[src/hw/rtl/aml_sleep_type_extractor_assert.svh]
// Assertion macros for the sleep type extractor.
// Each macro expects clk and arst_n to be visible where it is used.
`ifndef AML_SLEEP_TYPE_EXTRACTOR_ASSERT_SVH
`define AML_SLEEP_TYPE_EXTRACTOR_ASSERT_SVH

// Condition that must hold in the same cycle as its trigger.
`define AML_STE_ASSERT_SAME(label, ante, cons, msg) \
	label: assert property (@(posedge clk) disable iff (!arst_n) (ante) |-> (cons)) \
		else $error(msg);

// Condition that must hold in the cycle after its trigger.
`define AML_STE_ASSERT_NEXT(label, ante, cons, msg) \
	label: assert property (@(posedge clk) disable iff (!arst_n) (ante) |=> (cons)) \
		else $error(msg);

`endif

[src/hw/rtl/aml_ste_pkg.sv]
// Shared types, constants and the integer opcode decoder for the sleep type extractor.
// No dependencies.
`timescale 1ns / 1ps

package aml_ste_pkg;

	// Result status codes.
	localparam logic [2:0] ST_OK      = 3'd0;
	localparam logic [2:0] ST_NONAME  = 3'd1;
	localparam logic [2:0] ST_NOTPKG  = 3'd2;
	localparam logic [2:0] ST_BADELEM = 3'd3;
	localparam logic [2:0] ST_TRUNC   = 3'd4;

	// The name "_S5_": the three bytes seen before the final underscore.
	localparam logic [23:0] NAME_HEAD = 24'h5F5335;
	localparam logic [7:0]  NAME_TAIL = 8'h5F;

	localparam logic [7:0] PACKAGE_OP   = 8'h12;
	localparam logic [7:0] ZERO_OP      = 8'h00;
	localparam logic [7:0] ONE_OP       = 8'h01;
	localparam logic [7:0] ONES_OP      = 8'hFF;
	localparam logic [7:0] BYTE_PREFIX  = 8'h0A;
	localparam logic [7:0] WORD_PREFIX  = 8'h0B;
	localparam logic [7:0] DWORD_PREFIX = 8'h0C;
	localparam logic [7:0] QWORD_PREFIX = 8'h0E;
	localparam logic [7:0] MIN_ELEMENTS = 8'd2;

	// Result queue depth.
	localparam int Q_DEPTH = 4;
	localparam int Q_AW    = $clog2(Q_DEPTH);

	typedef struct packed {
		logic [7:0] data_byte;
		logic       last_byte;
	} in_word_t;

	typedef struct packed {
		logic [2:0]  status;
		logic [2:0]  sleep_type_a;
		logic [2:0]  sleep_type_b;
		logic [15:0] control_word_a;
		logic [15:0] control_word_b;
	} out_word_t;

	// One queued result as the parser leaves it.
	typedef struct packed {
		logic [2:0] status;
		logic [2:0] type_a;
		logic [2:0] type_b;
	} q_entry_t;

	typedef struct packed {
		logic     valid;
		q_entry_t entry;
	} q_push_t;

	typedef struct packed {
		logic full;
		logic empty;
	} q_status_t;

	// Decoded integer opcode.
	typedef struct packed {
		logic       known;
		logic       immediate;
		logic [2:0] value;
		logic [2:0] extra;
	} op_class_t;

	function automatic op_class_t classify_op(input logic [7:0] op);
		op_class_t c;
		c = '0;
		case (op)
			ZERO_OP: begin
				c.known = 1'b1;
				c.immediate = 1'b1;
				c.value = 3'd0;
			end
			ONE_OP: begin
				c.known = 1'b1;
				c.immediate = 1'b1;
				c.value = 3'd1;
			end
			ONES_OP: begin
				c.known = 1'b1;
				c.immediate = 1'b1;
				c.value = 3'd7;
			end
			BYTE_PREFIX: begin
				c.known = 1'b1;
				c.extra = 3'd0;
			end
			WORD_PREFIX: begin
				c.known = 1'b1;
				c.extra = 3'd1;
			end
			DWORD_PREFIX: begin
				c.known = 1'b1;
				c.extra = 3'd3;
			end
			QWORD_PREFIX: begin
				c.known = 1'b1;
				c.extra = 3'd7;
			end
			default: begin
				c = '0;
			end
		endcase
		return c;
	endfunction

endpackage

[src/hw/rtl/aml_sleep_type_extractor.sv]
// Top level of the _S5_ sleep type extractor: parser, result queue and output stage.
// Depends on aml_ste_pkg, aml_ste_front, aml_ste_fifo, aml_ste_back and aml_sleep_type_extractor_assert.svh.
`timescale 1ns / 1ps
`include "aml_sleep_type_extractor_assert.svh"

// Usage:
// The input channel carries the DSDT body after its 36-byte header, one word
// per byte, with last_byte set on the final byte of the table. The output
// channel carries exactly one word per table: a status, the two sleep types
// and the two PM1 control words with SLP_EN set (all zero on an error).
// The parser updates its state at the edge that accepts the byte, so a new
// byte can be taken every cycle while the result queue is not full.
// A result is pushed into a four-entry queue at the accepting edge and moves
// on to the output through a single output register once that is free.
// When the receiver stalls, results pile up in the queue; in_ready drops only
// once the queue is full, and the held output word stays stable until taken.
// After an early error the remaining bytes of the table are consumed without
// a result until the final byte rearms the search.
// Reset clears the parser to searching, empties the queue and drops out_valid;
// no clearing pass is needed.
module aml_sleep_type_extractor (
	input  logic                   clk,
	input  logic                   arst_n,
	input  logic                   in_valid,
	output logic                   in_ready,
	input  aml_ste_pkg::in_word_t  in_data,
	output logic                   out_valid,
	input  logic                   out_ready,
	output aml_ste_pkg::out_word_t out_data
);
	import aml_ste_pkg::*;

	q_push_t   q_push;
	q_status_t q_stat;
	q_entry_t  head;
	logic      pop;

	aml_ste_front u_front (
		.clk      (clk),
		.arst_n   (arst_n),
		.in_valid (in_valid),
		.in_ready (in_ready),
		.in_data  (in_data),
		.q_stat   (q_stat),
		.q_push   (q_push)
	);

	aml_ste_fifo u_fifo (
		.clk    (clk),
		.arst_n (arst_n),
		.q_push (q_push),
		.pop    (pop),
		.head   (head),
		.q_stat (q_stat)
	);

	aml_ste_back u_back (
		.clk       (clk),
		.arst_n    (arst_n),
		.head      (head),
		.q_stat    (q_stat),
		.pop       (pop),
		.out_valid (out_valid),
		.out_ready (out_ready),
		.out_data  (out_data)
	);

	`AML_STE_ASSERT_SAME(a_err_fields_zero, out_valid && out_data.status != ST_OK,
		out_data.control_word_a == 16'd0 && out_data.control_word_b == 16'd0 &&
		out_data.sleep_type_a == 3'd0 && out_data.sleep_type_b == 3'd0,
		"error result carries nonzero fields")
	`AML_STE_ASSERT_SAME(a_ok_words, out_valid && out_data.status == ST_OK,
		out_data.control_word_a == {2'b00, 1'b1, out_data.sleep_type_a, 10'd0} &&
		out_data.control_word_b == {2'b00, 1'b1, out_data.sleep_type_b, 10'd0},
		"control word does not match sleep type")
	`AML_STE_ASSERT_SAME(a_status_range, out_valid,
		out_data.status == ST_OK || out_data.status == ST_NONAME ||
		out_data.status == ST_NOTPKG || out_data.status == ST_BADELEM ||
		out_data.status == ST_TRUNC,
		"status code out of range")
	`AML_STE_ASSERT_NEXT(a_queue_stays_empty, q_stat.empty && !q_push.valid,
		q_stat.empty, "queue filled without a push")

endmodule

[src/hw/rtl/aml_ste_front.sv]
// Byte parser: searches for the _S5_ name, walks the package header and
// decodes two integers, pushing one result per table. Depends on aml_ste_pkg.
`timescale 1ns / 1ps

module aml_ste_front (
	input  logic                  clk,
	input  logic                  arst_n,
	input  logic                  in_valid,
	output logic                  in_ready,
	input  aml_ste_pkg::in_word_t in_data,
	input  aml_ste_pkg::q_status_t q_stat,
	output aml_ste_pkg::q_push_t  q_push
);
	import aml_ste_pkg::*;

	typedef enum logic [11:0] {
		PH_SEARCH    = 12'h001,
		PH_PKG_OP    = 12'h002,
		PH_PKG_LEAD  = 12'h004,
		PH_PKG_EXTRA = 12'h008,
		PH_COUNT     = 12'h010,
		PH_A_OP      = 12'h020,
		PH_A_FIRST   = 12'h040,
		PH_A_REST    = 12'h080,
		PH_B_OP      = 12'h100,
		PH_B_FIRST   = 12'h200,
		PH_B_REST    = 12'h400,
		PH_DRAIN     = 12'h800
	} phase_t;

	phase_t      phase_q, phase_d;
	logic [23:0] recent_q, recent_d;
	logic [2:0]  skip_q, skip_d;
	logic [2:0]  first_q, first_d;
	logic [2:0]  second_q, second_d;
	logic        have;
	logic [2:0]  st;
	logic        accept;
	op_class_t   op;
	logic [7:0]  b;
	logic        last;

	// Every word yields at most one result, so a free queue slot is enough.
	assign in_ready = !q_stat.full;
	assign accept   = in_valid && in_ready;
	assign b        = in_data.data_byte;
	assign last     = in_data.last_byte;
	assign op       = classify_op(b);

	always_comb begin
		phase_d  = phase_q;
		recent_d = recent_q;
		skip_d   = skip_q;
		first_d  = first_q;
		second_d = second_q;
		have     = 1'b0;
		st       = ST_OK;
		case (phase_q)
			PH_SEARCH: begin
				if (recent_q == NAME_HEAD && b == NAME_TAIL) begin
					phase_d = PH_PKG_OP;
				end
				recent_d = {recent_q[15:0], b};
			end
			PH_PKG_OP: begin
				if (b == PACKAGE_OP) begin
					phase_d = PH_PKG_LEAD;
				end else begin
					have = 1'b1;
					st = ST_NOTPKG;
				end
			end
			PH_PKG_LEAD: begin
				skip_d = {1'b0, b[7:6]};
				phase_d = (b[7:6] != 2'd0) ? PH_PKG_EXTRA : PH_COUNT;
			end
			PH_PKG_EXTRA: begin
				skip_d = skip_q - 3'd1;
				if (skip_q == 3'd1) begin
					phase_d = PH_COUNT;
				end
			end
			PH_COUNT: begin
				if (b >= MIN_ELEMENTS) begin
					phase_d = PH_A_OP;
				end else begin
					have = 1'b1;
					st = ST_BADELEM;
				end
			end
			PH_A_OP: begin
				if (!op.known) begin
					have = 1'b1;
					st = ST_BADELEM;
				end else if (op.immediate) begin
					first_d = op.value;
					phase_d = PH_B_OP;
				end else begin
					skip_d = op.extra;
					phase_d = PH_A_FIRST;
				end
			end
			PH_A_FIRST: begin
				first_d = b[2:0];
				phase_d = (skip_q != 3'd0) ? PH_A_REST : PH_B_OP;
			end
			PH_A_REST: begin
				skip_d = skip_q - 3'd1;
				if (skip_q == 3'd1) begin
					phase_d = PH_B_OP;
				end
			end
			PH_B_OP: begin
				if (!op.known) begin
					have = 1'b1;
					st = ST_BADELEM;
				end else if (op.immediate) begin
					second_d = op.value;
					have = 1'b1;
				end else begin
					skip_d = op.extra;
					phase_d = PH_B_FIRST;
				end
			end
			PH_B_FIRST: begin
				second_d = b[2:0];
				if (skip_q != 3'd0) begin
					phase_d = PH_B_REST;
				end else begin
					have = 1'b1;
				end
			end
			PH_B_REST: begin
				skip_d = skip_q - 3'd1;
				if (skip_q == 3'd1) begin
					have = 1'b1;
				end
			end
			default: begin
				phase_d = phase_q;
			end
		endcase

		// The final byte closes out any table that has not reported yet.
		if (!have && last && phase_d != PH_DRAIN) begin
			have = 1'b1;
			st = (phase_d == PH_SEARCH) ? ST_NONAME : ST_TRUNC;
		end
	end

	always_comb begin
		q_push.valid        = accept && have;
		q_push.entry.status = st;
		q_push.entry.type_a = (st == ST_OK) ? first_d : 3'd0;
		q_push.entry.type_b = (st == ST_OK) ? second_d : 3'd0;
	end

	always_ff @(posedge clk or negedge arst_n) begin
		if (!arst_n) begin
			phase_q  <= PH_SEARCH;
			recent_q <= '0;
			skip_q   <= '0;
			first_q  <= '0;
			second_q <= '0;
		end else if (accept) begin
			if (last) begin
				phase_q  <= PH_SEARCH;
				recent_q <= '0;
				skip_q   <= '0;
				first_q  <= '0;
				second_q <= '0;
			end else begin
				phase_q  <= have ? PH_DRAIN : phase_d;
				recent_q <= recent_d;
				skip_q   <= skip_d;
				first_q  <= first_d;
				second_q <= second_d;
			end
		end
	end

endmodule

[src/hw/rtl/aml_ste_fifo.sv]
// Short result queue between the parser and the output stage.
// Depends on aml_ste_pkg.
`timescale 1ns / 1ps

module aml_ste_fifo (
	input  logic                   clk,
	input  logic                   arst_n,
	input  aml_ste_pkg::q_push_t   q_push,
	input  logic                   pop,
	output aml_ste_pkg::q_entry_t  head,
	output aml_ste_pkg::q_status_t q_stat
);
	import aml_ste_pkg::*;

	q_entry_t        slots_q [Q_DEPTH];
	logic [Q_AW-1:0] wr_ptr_q;
	logic [Q_AW-1:0] rd_ptr_q;
	logic [Q_AW:0]   count_q;
	logic            do_pop;

	assign q_stat.full  = (count_q == (Q_AW+1)'(Q_DEPTH));
	assign q_stat.empty = (count_q == '0);
	assign head         = slots_q[rd_ptr_q];
	assign do_pop       = pop && !q_stat.empty;

	always_ff @(posedge clk) begin
		if (q_push.valid) begin
			slots_q[wr_ptr_q] <= q_push.entry;
		end
	end

	always_ff @(posedge clk or negedge arst_n) begin
		if (!arst_n) begin
			wr_ptr_q <= '0;
			rd_ptr_q <= '0;
			count_q  <= '0;
		end else begin
			if (q_push.valid) begin
				wr_ptr_q <= wr_ptr_q + 1'b1;
			end
			if (do_pop) begin
				rd_ptr_q <= rd_ptr_q + 1'b1;
			end
			if (q_push.valid && !do_pop) begin
				count_q <= count_q + 1'b1;
			end else if (!q_push.valid && do_pop) begin
				count_q <= count_q - 1'b1;
			end
		end
	end

endmodule

[src/hw/rtl/aml_ste_back.sv]
// Output stage: builds the PM1 control words from a queued result and holds
// the outgoing word until it is taken. Depends on aml_ste_pkg.
`timescale 1ns / 1ps

module aml_ste_back (
	input  logic                   clk,
	input  logic                   arst_n,
	input  aml_ste_pkg::q_entry_t  head,
	input  aml_ste_pkg::q_status_t q_stat,
	output logic                   pop,
	output logic                   out_valid,
	input  logic                   out_ready,
	output aml_ste_pkg::out_word_t out_data
);
	import aml_ste_pkg::*;

	logic      out_valid_q;
	out_word_t out_data_q;
	out_word_t next_word;
	logic      is_ok;

	assign pop   = !q_stat.empty && (!out_valid_q || out_ready);
	assign is_ok = (head.status == ST_OK);

	// SLP_TYP sits in bits 12:10 and SLP_EN is bit 13.
	always_comb begin
		next_word.status         = head.status;
		next_word.sleep_type_a   = is_ok ? head.type_a : 3'd0;
		next_word.sleep_type_b   = is_ok ? head.type_b : 3'd0;
		next_word.control_word_a = is_ok ? {2'b00, 1'b1, head.type_a, 10'd0} : 16'd0;
		next_word.control_word_b = is_ok ? {2'b00, 1'b1, head.type_b, 10'd0} : 16'd0;
	end

	always_ff @(posedge clk or negedge arst_n) begin
		if (!arst_n) begin
			out_valid_q <= 1'b0;
		end else if (!out_valid_q || out_ready) begin
			out_valid_q <= !q_stat.empty;
		end
	end

	always_ff @(posedge clk) begin
		if (pop) begin
			out_data_q <= next_word;
		end
	end

	assign out_valid = out_valid_q;
	assign out_data  = out_data_q;

endmodule

[config.mk]
export PLATFORM = sky130hd
export DESIGN_NAME = aml_sleep_type_extractor
export DESIGN_NICKNAME = d
export VERILOG_FILES = /design/src/hw/rtl/aml_ste_pkg.sv /design/src/hw/rtl/aml_sleep_type_extractor.sv /design/src/hw/rtl/aml_ste_front.sv /design/src/hw/rtl/aml_ste_fifo.sv /design/src/hw/rtl/aml_ste_back.sv
export VERILOG_INCLUDE_DIRS = /design/src /design/src/hw/rtl
export SDC_FILE = /design/constraint.sdc
export NUM_CORES = 1
export LEC_CHECK = 0
export BUFFER_PORTS_ARGS = -buffer_cell sky130_fd_sc_hd__clkbuf_2
export CORE_ASPECT_RATIO = 0.6
export CORE_UTILIZATION = 30
export CTS_CLUSTER_DIAMETER = 150
export CTS_CLUSTER_SIZE = 40
export DETAILED_ROUTE_END_ITERATION = 7
export PLACE_DENSITY = 0.52
export SETUP_SLACK_MARGIN = 0.1
export SYNTH_ARGS = -nofsm -noshare
export SYNTH_HDL_FRONTEND = slang
export SYNTH_SLANG_ARGS = --single-unit
export TNS_END_PERCENT = 10
[constraint.sdc]
create_clock -name clk -period 10.5 [get_ports clk]
set_input_delay 1.05 -clock clk [delete_from_list [all_inputs] [get_ports clk]]
set_output_delay 1.05 -clock clk [all_outputs]
set_load 0.1 [all_outputs]
* Yosys cells after proc, flatten, opt, wreduce, memory -nomap -nowiden *
Memories as Yosys holds them, arrays and structs flattened.
Cells that the tools add are included.

cells by class
  magnitude comparators = 1
  multiplexer cells = 55
  equality and inequality tests = 26
  reductions and logical operators = 30
  add/subtract/negate cells = 5

operator list
  cell                                                   number
  two-way mux 12 bit                                     11
  case mux 12 bit (10 select lines)                      1
  two-way mux 24 bit                                     2
  two-way mux 3 bit                                      15
  equality test 8 x 4 -> 1 bit, second input constant    4
  two-way mux 14 bit                                     2
  case mux 3 bit (3 select lines)                        3
  equality test 12 x 1 -> 1 bit, second input constant   2
  equality test 24 x 23 -> 1 bit, second input constant  1
  two-way mux 9 bit                                      2
  equality test 12 x 10 -> 1 bit, second input constant  1
  equality test 12 x 11 -> 1 bit, second input constant  1
  equality test 12 x 2 -> 1 bit, second input constant   1
  equality test 12 x 3 -> 1 bit, second input constant   1
  equality test 12 x 4 -> 1 bit, second input constant   1
  equality test 12 x 5 -> 1 bit, second input constant   1
  equality test 12 x 6 -> 1 bit, second input constant   1
  equality test 12 x 7 -> 1 bit, second input constant   1
  equality test 12 x 8 -> 1 bit, second input constant   1
  equality test 12 x 9 -> 1 bit, second input constant   1
  != test 12 bit, second input constant                  1
  case mux 3 bit (2 select lines)                        2
  case mux 4 bit (3 select lines)                        1
  two-way mux 1 bit                                      11
  other kinds (28)                                       49

word-level totals
  memories = 1
  memory bits (writable) = 36
  bits in registers = 88
  word-level logic and storage cells = 132

memories
  name            words  width  read ports  clocked after Yosys merged registers in  wr ports  RTL line            text
  u_fifo.slots_q  4      9      1           0                                        1         aml_ste_fifo.sv:15  q_entry_t slots_q [Q_DEPTH];

* Depth between registers and ports, before layout *
  word-level depth = 14
  depth in mapped cells = 15

* Modules after synthesis *
From an unflattened synthesis, not the netlist that was laid out.

unflattened totals
  cells, all modules = 488
  area total of the unflattened synthesis = 5422.7 um^2

modules (own cells, without submodules)
  module         times used  area each (um^2)  seq. area each (um^2)  cells each
  aml_ste_front  1           3071.7            1127.3                 352
  aml_ste_fifo   1           1717.9            1256.2                 82
  aml_ste_back   1           633.1             325.3                  54

* Worst setup path after synthesis *
OpenSTA, ideal clock, no wires.

  path type = input to register
  start point = input port in_data[2] in the netlist's numbering
  end point = register u_fifo.count_q[1]
  stages on the path = 13
  path slack = 6373 ps
  arrival = 4002 ps
  path buffers = 2
  data required time = 10375 ps
  library setup time = 125 ps
  cells stage by stage = clkbuf_1 > nor4_1 > and2_1 > buf_2 > o31ai_1 > a211oi_1 > a21boi_0 > nor4b_1 > a21oi_2 > ha_1 > inv_1 > fa_1 > mux2_2

RTL lines
  what                    RTL line                        text
  start: declaration      aml_sleep_type_extractor.sv:26  input aml_ste_pkg::in_word_t in_data,
  end signal: assignment  aml_ste_fifo.sv:45              count_q <= count_q + 1'b1;
  end signal: assignment  aml_ste_fifo.sv:47              count_q <= count_q - 1'b1;
  end: declaration        aml_ste_fifo.sv:18              logic [Q_AW:0] count_q;

==> results.toml <==
[run_status]
status = "finished, final reports clean"

[critical_path]
slowest_delay_ns = 0.54
crit_slowest_cell = "a211oi_1"
worst-path-buf-inv = 2
critPathLaunchType = "primary input"
crit_chain = "clkbuf_2 > nor3_1 > nand3b_1 > a211o_1 > a211oi_1 > a21boi_0 > nor4b_1 > a21oi_2 > ha_1 > inv_1 > fa_1 > mux2_2"
crit_cells = 12
worst-setup-path-type = "primary input to flop"
cp.arrival_ns = 4.80
crit_required_ns = 10.74
r2r_end = "u_fifo.count_q[2]$_DFFE_PN0P_"
crit_path_end_kind = "flop"
worstRegToRegCells = 13
cp_max_fo = 11
r2r_slack_ns = 6.07
path_delay_family = "compound AO/OA/AOI/OAI gates"
r2r_start = "u_front.phase_q[2]$_DFFE_PN0P_"

[clocking]
clk_pin_slew_ns = 0.08
numCtsBuffers = 9
htree_levels = 3
cts_hold_buf = 0
clkLatencyLatePin_ns = 0.36
post_cts_resized = 0
root_buffer = "clkbuf_16"
cts_buffer_depth = 2
cts.sinks = 99
postCtsSetupRepairBufs = 0
cts_tree = "yes"

[synthesis]
synth_top_area_share_pct = 25.6
synthTopCellsByArea = "edfxtp_1, dfrtp_1, buf_4"
yosysTopAreaCell = "edfxtp_1"
ys.warnings.count = 0
synth_seq_cells = 99
synthCells = 485
avgSynthCellArea_um2 = 11.1
syn-cell-area_um2 = 5400
synth_common_cells = "dfrtp_1, edfxtp_1, buf_4, nor2_1, a22o_1"
synth_edf_count = 46
yosysMostFrequentCell = "dfrtp_1"
synth.distinct_cells = 67
yosysSeqAreaShare_pct = 50.2
synth_ff_type = "dfrtp_1"
async_flop_share_pct = 53.5

[routing]
wirelength_mm = 13.9
detail_route.first_pass.iterations = 5
first_iter_violations = 395
routed-via-count = 3979
drc = 0
routedWlPerCell_um = 18.9
viasPerCell = 5.39
postRouteAntennaNets = 0

[placed_design]
dp_hpwl_mm = 10.3
gp_congestion = 0.913
io_buffers = 31
place_area_um2 = 5620

[power]
combPwrFrac_pct = 38.5
p_int_uw = 814
ir_worst_vdd_mv = 0.123
p_leak_uw = 0.00233
p_seq_share_pct = 38.6
p_sw_uw = 668
switching_share_pct = 45.1
p_clk_share_pct = 22.8
power_density_nw_per_um2 = 250

[timing]
grt_setup_unrepaired = "no"
fmax_ghz = 0.219
fin_crit_sh_pct = 43.4
period_needed_ns = 4.56
setup_viol = 0
maxSlewHeadroom_pct = 30.7
holdWs_ns = 0.498
fin_setup_tns_ns = 0
skew_ns = 0.0155
tightest_slew_ns = 1.04
slew_viol_final = 0
hold_viol = 0

[layout]
fill_cells = 1757
drive_gt1_share_pct = 15.7
multi_input_area_um2 = 2390
seq_area_um2 = 2710
fin_area_um2 = 5920
fin_nets = 521
area_delta_synth_final_pct = 9.76
diodes = 0

[floorplan]
floorplan.die.height_um = 106
pin_count = 56
fp-row-count = 37
dieWidth_um = 175
dieArea_um2 = 18600
start_util_pct = 31.1
fp.coreArea_um2 = 17400

[worst_hold_path]
hp-class = "flop to flop"
hold_start = "u_fifo.count_q[2]$_DFFE_PN0P_"
min_delay_worst_endpoint = "u_fifo.count_q[2]$_DFFE_PN0P_"
hold_path_depth = 1

[global_routing]
antenna_found_initial = 0
grt_max_degree = 54
first_global_vias = 3629
grt_pass1_wl_mm = 21.5
grt-ovfl-total = 0
track_usage_pct = 15.5

[flow_run]
drv_cap = 0
## sequential cells by signal (all words and copies together) (netlist names)
name,cells
u_fifo.slots_q,36
u_front.recent_q,24
u_front.phase_q,12
u_back.out_data,10
u_fifo.count_q,3
u_front.first_q,3
u_front.second_q,3
u_front.skip_q,3
u_fifo.rd_ptr_q,2
u_fifo.wr_ptr_q,2
u_back.out_valid,1
## final cells by class
cell class | count | area share [%]
sequential | 99 | 45.7
clock inverter | 7 | 1.35
timing repair buffer | 35 | 3.13
multi-input combinational | 343 | 40.4
tap | 234 | 4.94
inverter | 11 | 0.697
clock buffer | 9 | 3.80
## per-layer routing
metal	share of wire (%)	GRT usage (%)	wire length, um
met3	8.9	4.72	1230
met2	38	19.2	5250
met1	52	24.9	7260
met5	0	0	0
met4	1.2	3.85	168
## layout by cell type (no fill, tap or decap), drive strengths merged, types with 7 or more instances in the layout
| cell | count |
|---|---|
| a21oi | 28 |
| a22o | 28 |
| and2 | 9 |
| clkbuf | 40 |
| conb | 24 |
| dfrtp | 52 |
| edfxtp | 46 |
| ha | 8 |
| inv | 14 |
| mux4 | 9 |
| nand2 | 27 |
| nand2b | 11 |
| nand4 | 13 |
| nor2 | 31 |
| nor2b | 17 |
| nor3 | 11 |
| nor4 | 10 |
| o21ai | 22 |
| xor2 | 7 |
## logic make-up (layout without fill, tap and decap cells)
| kind of cell | count (synthesis) | count (layout) | synth area share [%] |
|---|---|---|---|
| other cells | 1 | 24 | 0.0695 |
| xor+xnor | 10 | 10 | 1.62 |
| compound gates | 122 | 122 | 16.2 |
| buf+inv | 66 | 62 | 7.12 |
| fa+ha+maj | 9 | 9 | 2.23 |
| flops | 99 | 99 | 50.2 |
| simple gates | 164 | 164 | 17.8 |
| mux | 14 | 14 | 4.73 |
## through the flow
step	setup WS (ns)	utilization, %	std cells	power (uW)
2_1_floorplan	6.37	-	508	1050
3_3_place_gp	5.98	32.4	722	1140
3_5_place_dp	5.67	32.4	722	1150
4_1_cts	6.05	34.1	738	1490
5_1_grt	5.70	34.1	738	1560
6_report	5.94	34.1	738	1480
## worst max path at each step
| stage | start | end | slack (ns) |
|---|---|---|---|
| floorplan | in_data[2] | u_fifo.count_q[1]$_DFFE_PN0P_ | 6.37 |
| global placement | in_data[6] | u_fifo.count_q[1]$_DFFE_PN0P_ | 5.98 |
| detailed placement | in_data[7] | u_fifo.count_q[1]$_DFFE_PN0P_ | 5.67 |
| CTS | in_data[6] | u_fifo.count_q[1]$_DFFE_PN0P_ | 6.05 |
| global route | in_data[7] | u_fifo.count_q[1]$_DFFE_PN0P_ | 5.70 |
| finish | in_data[7] | u_fifo.count_q[1]$_DFFE_PN0P_ | 5.94 |
## power groups by stage
stage                     sequential [uW]  combinational [uW]  clock (uW)
after floorplan                       661                 387           0
after global placement                579                 565           0
after detailed placement              581                 570           0
after CTS                             573                 571         346
after global routing                  586                 607         362
final                                 573                 571         339
(Power assumes the default switching activity.)
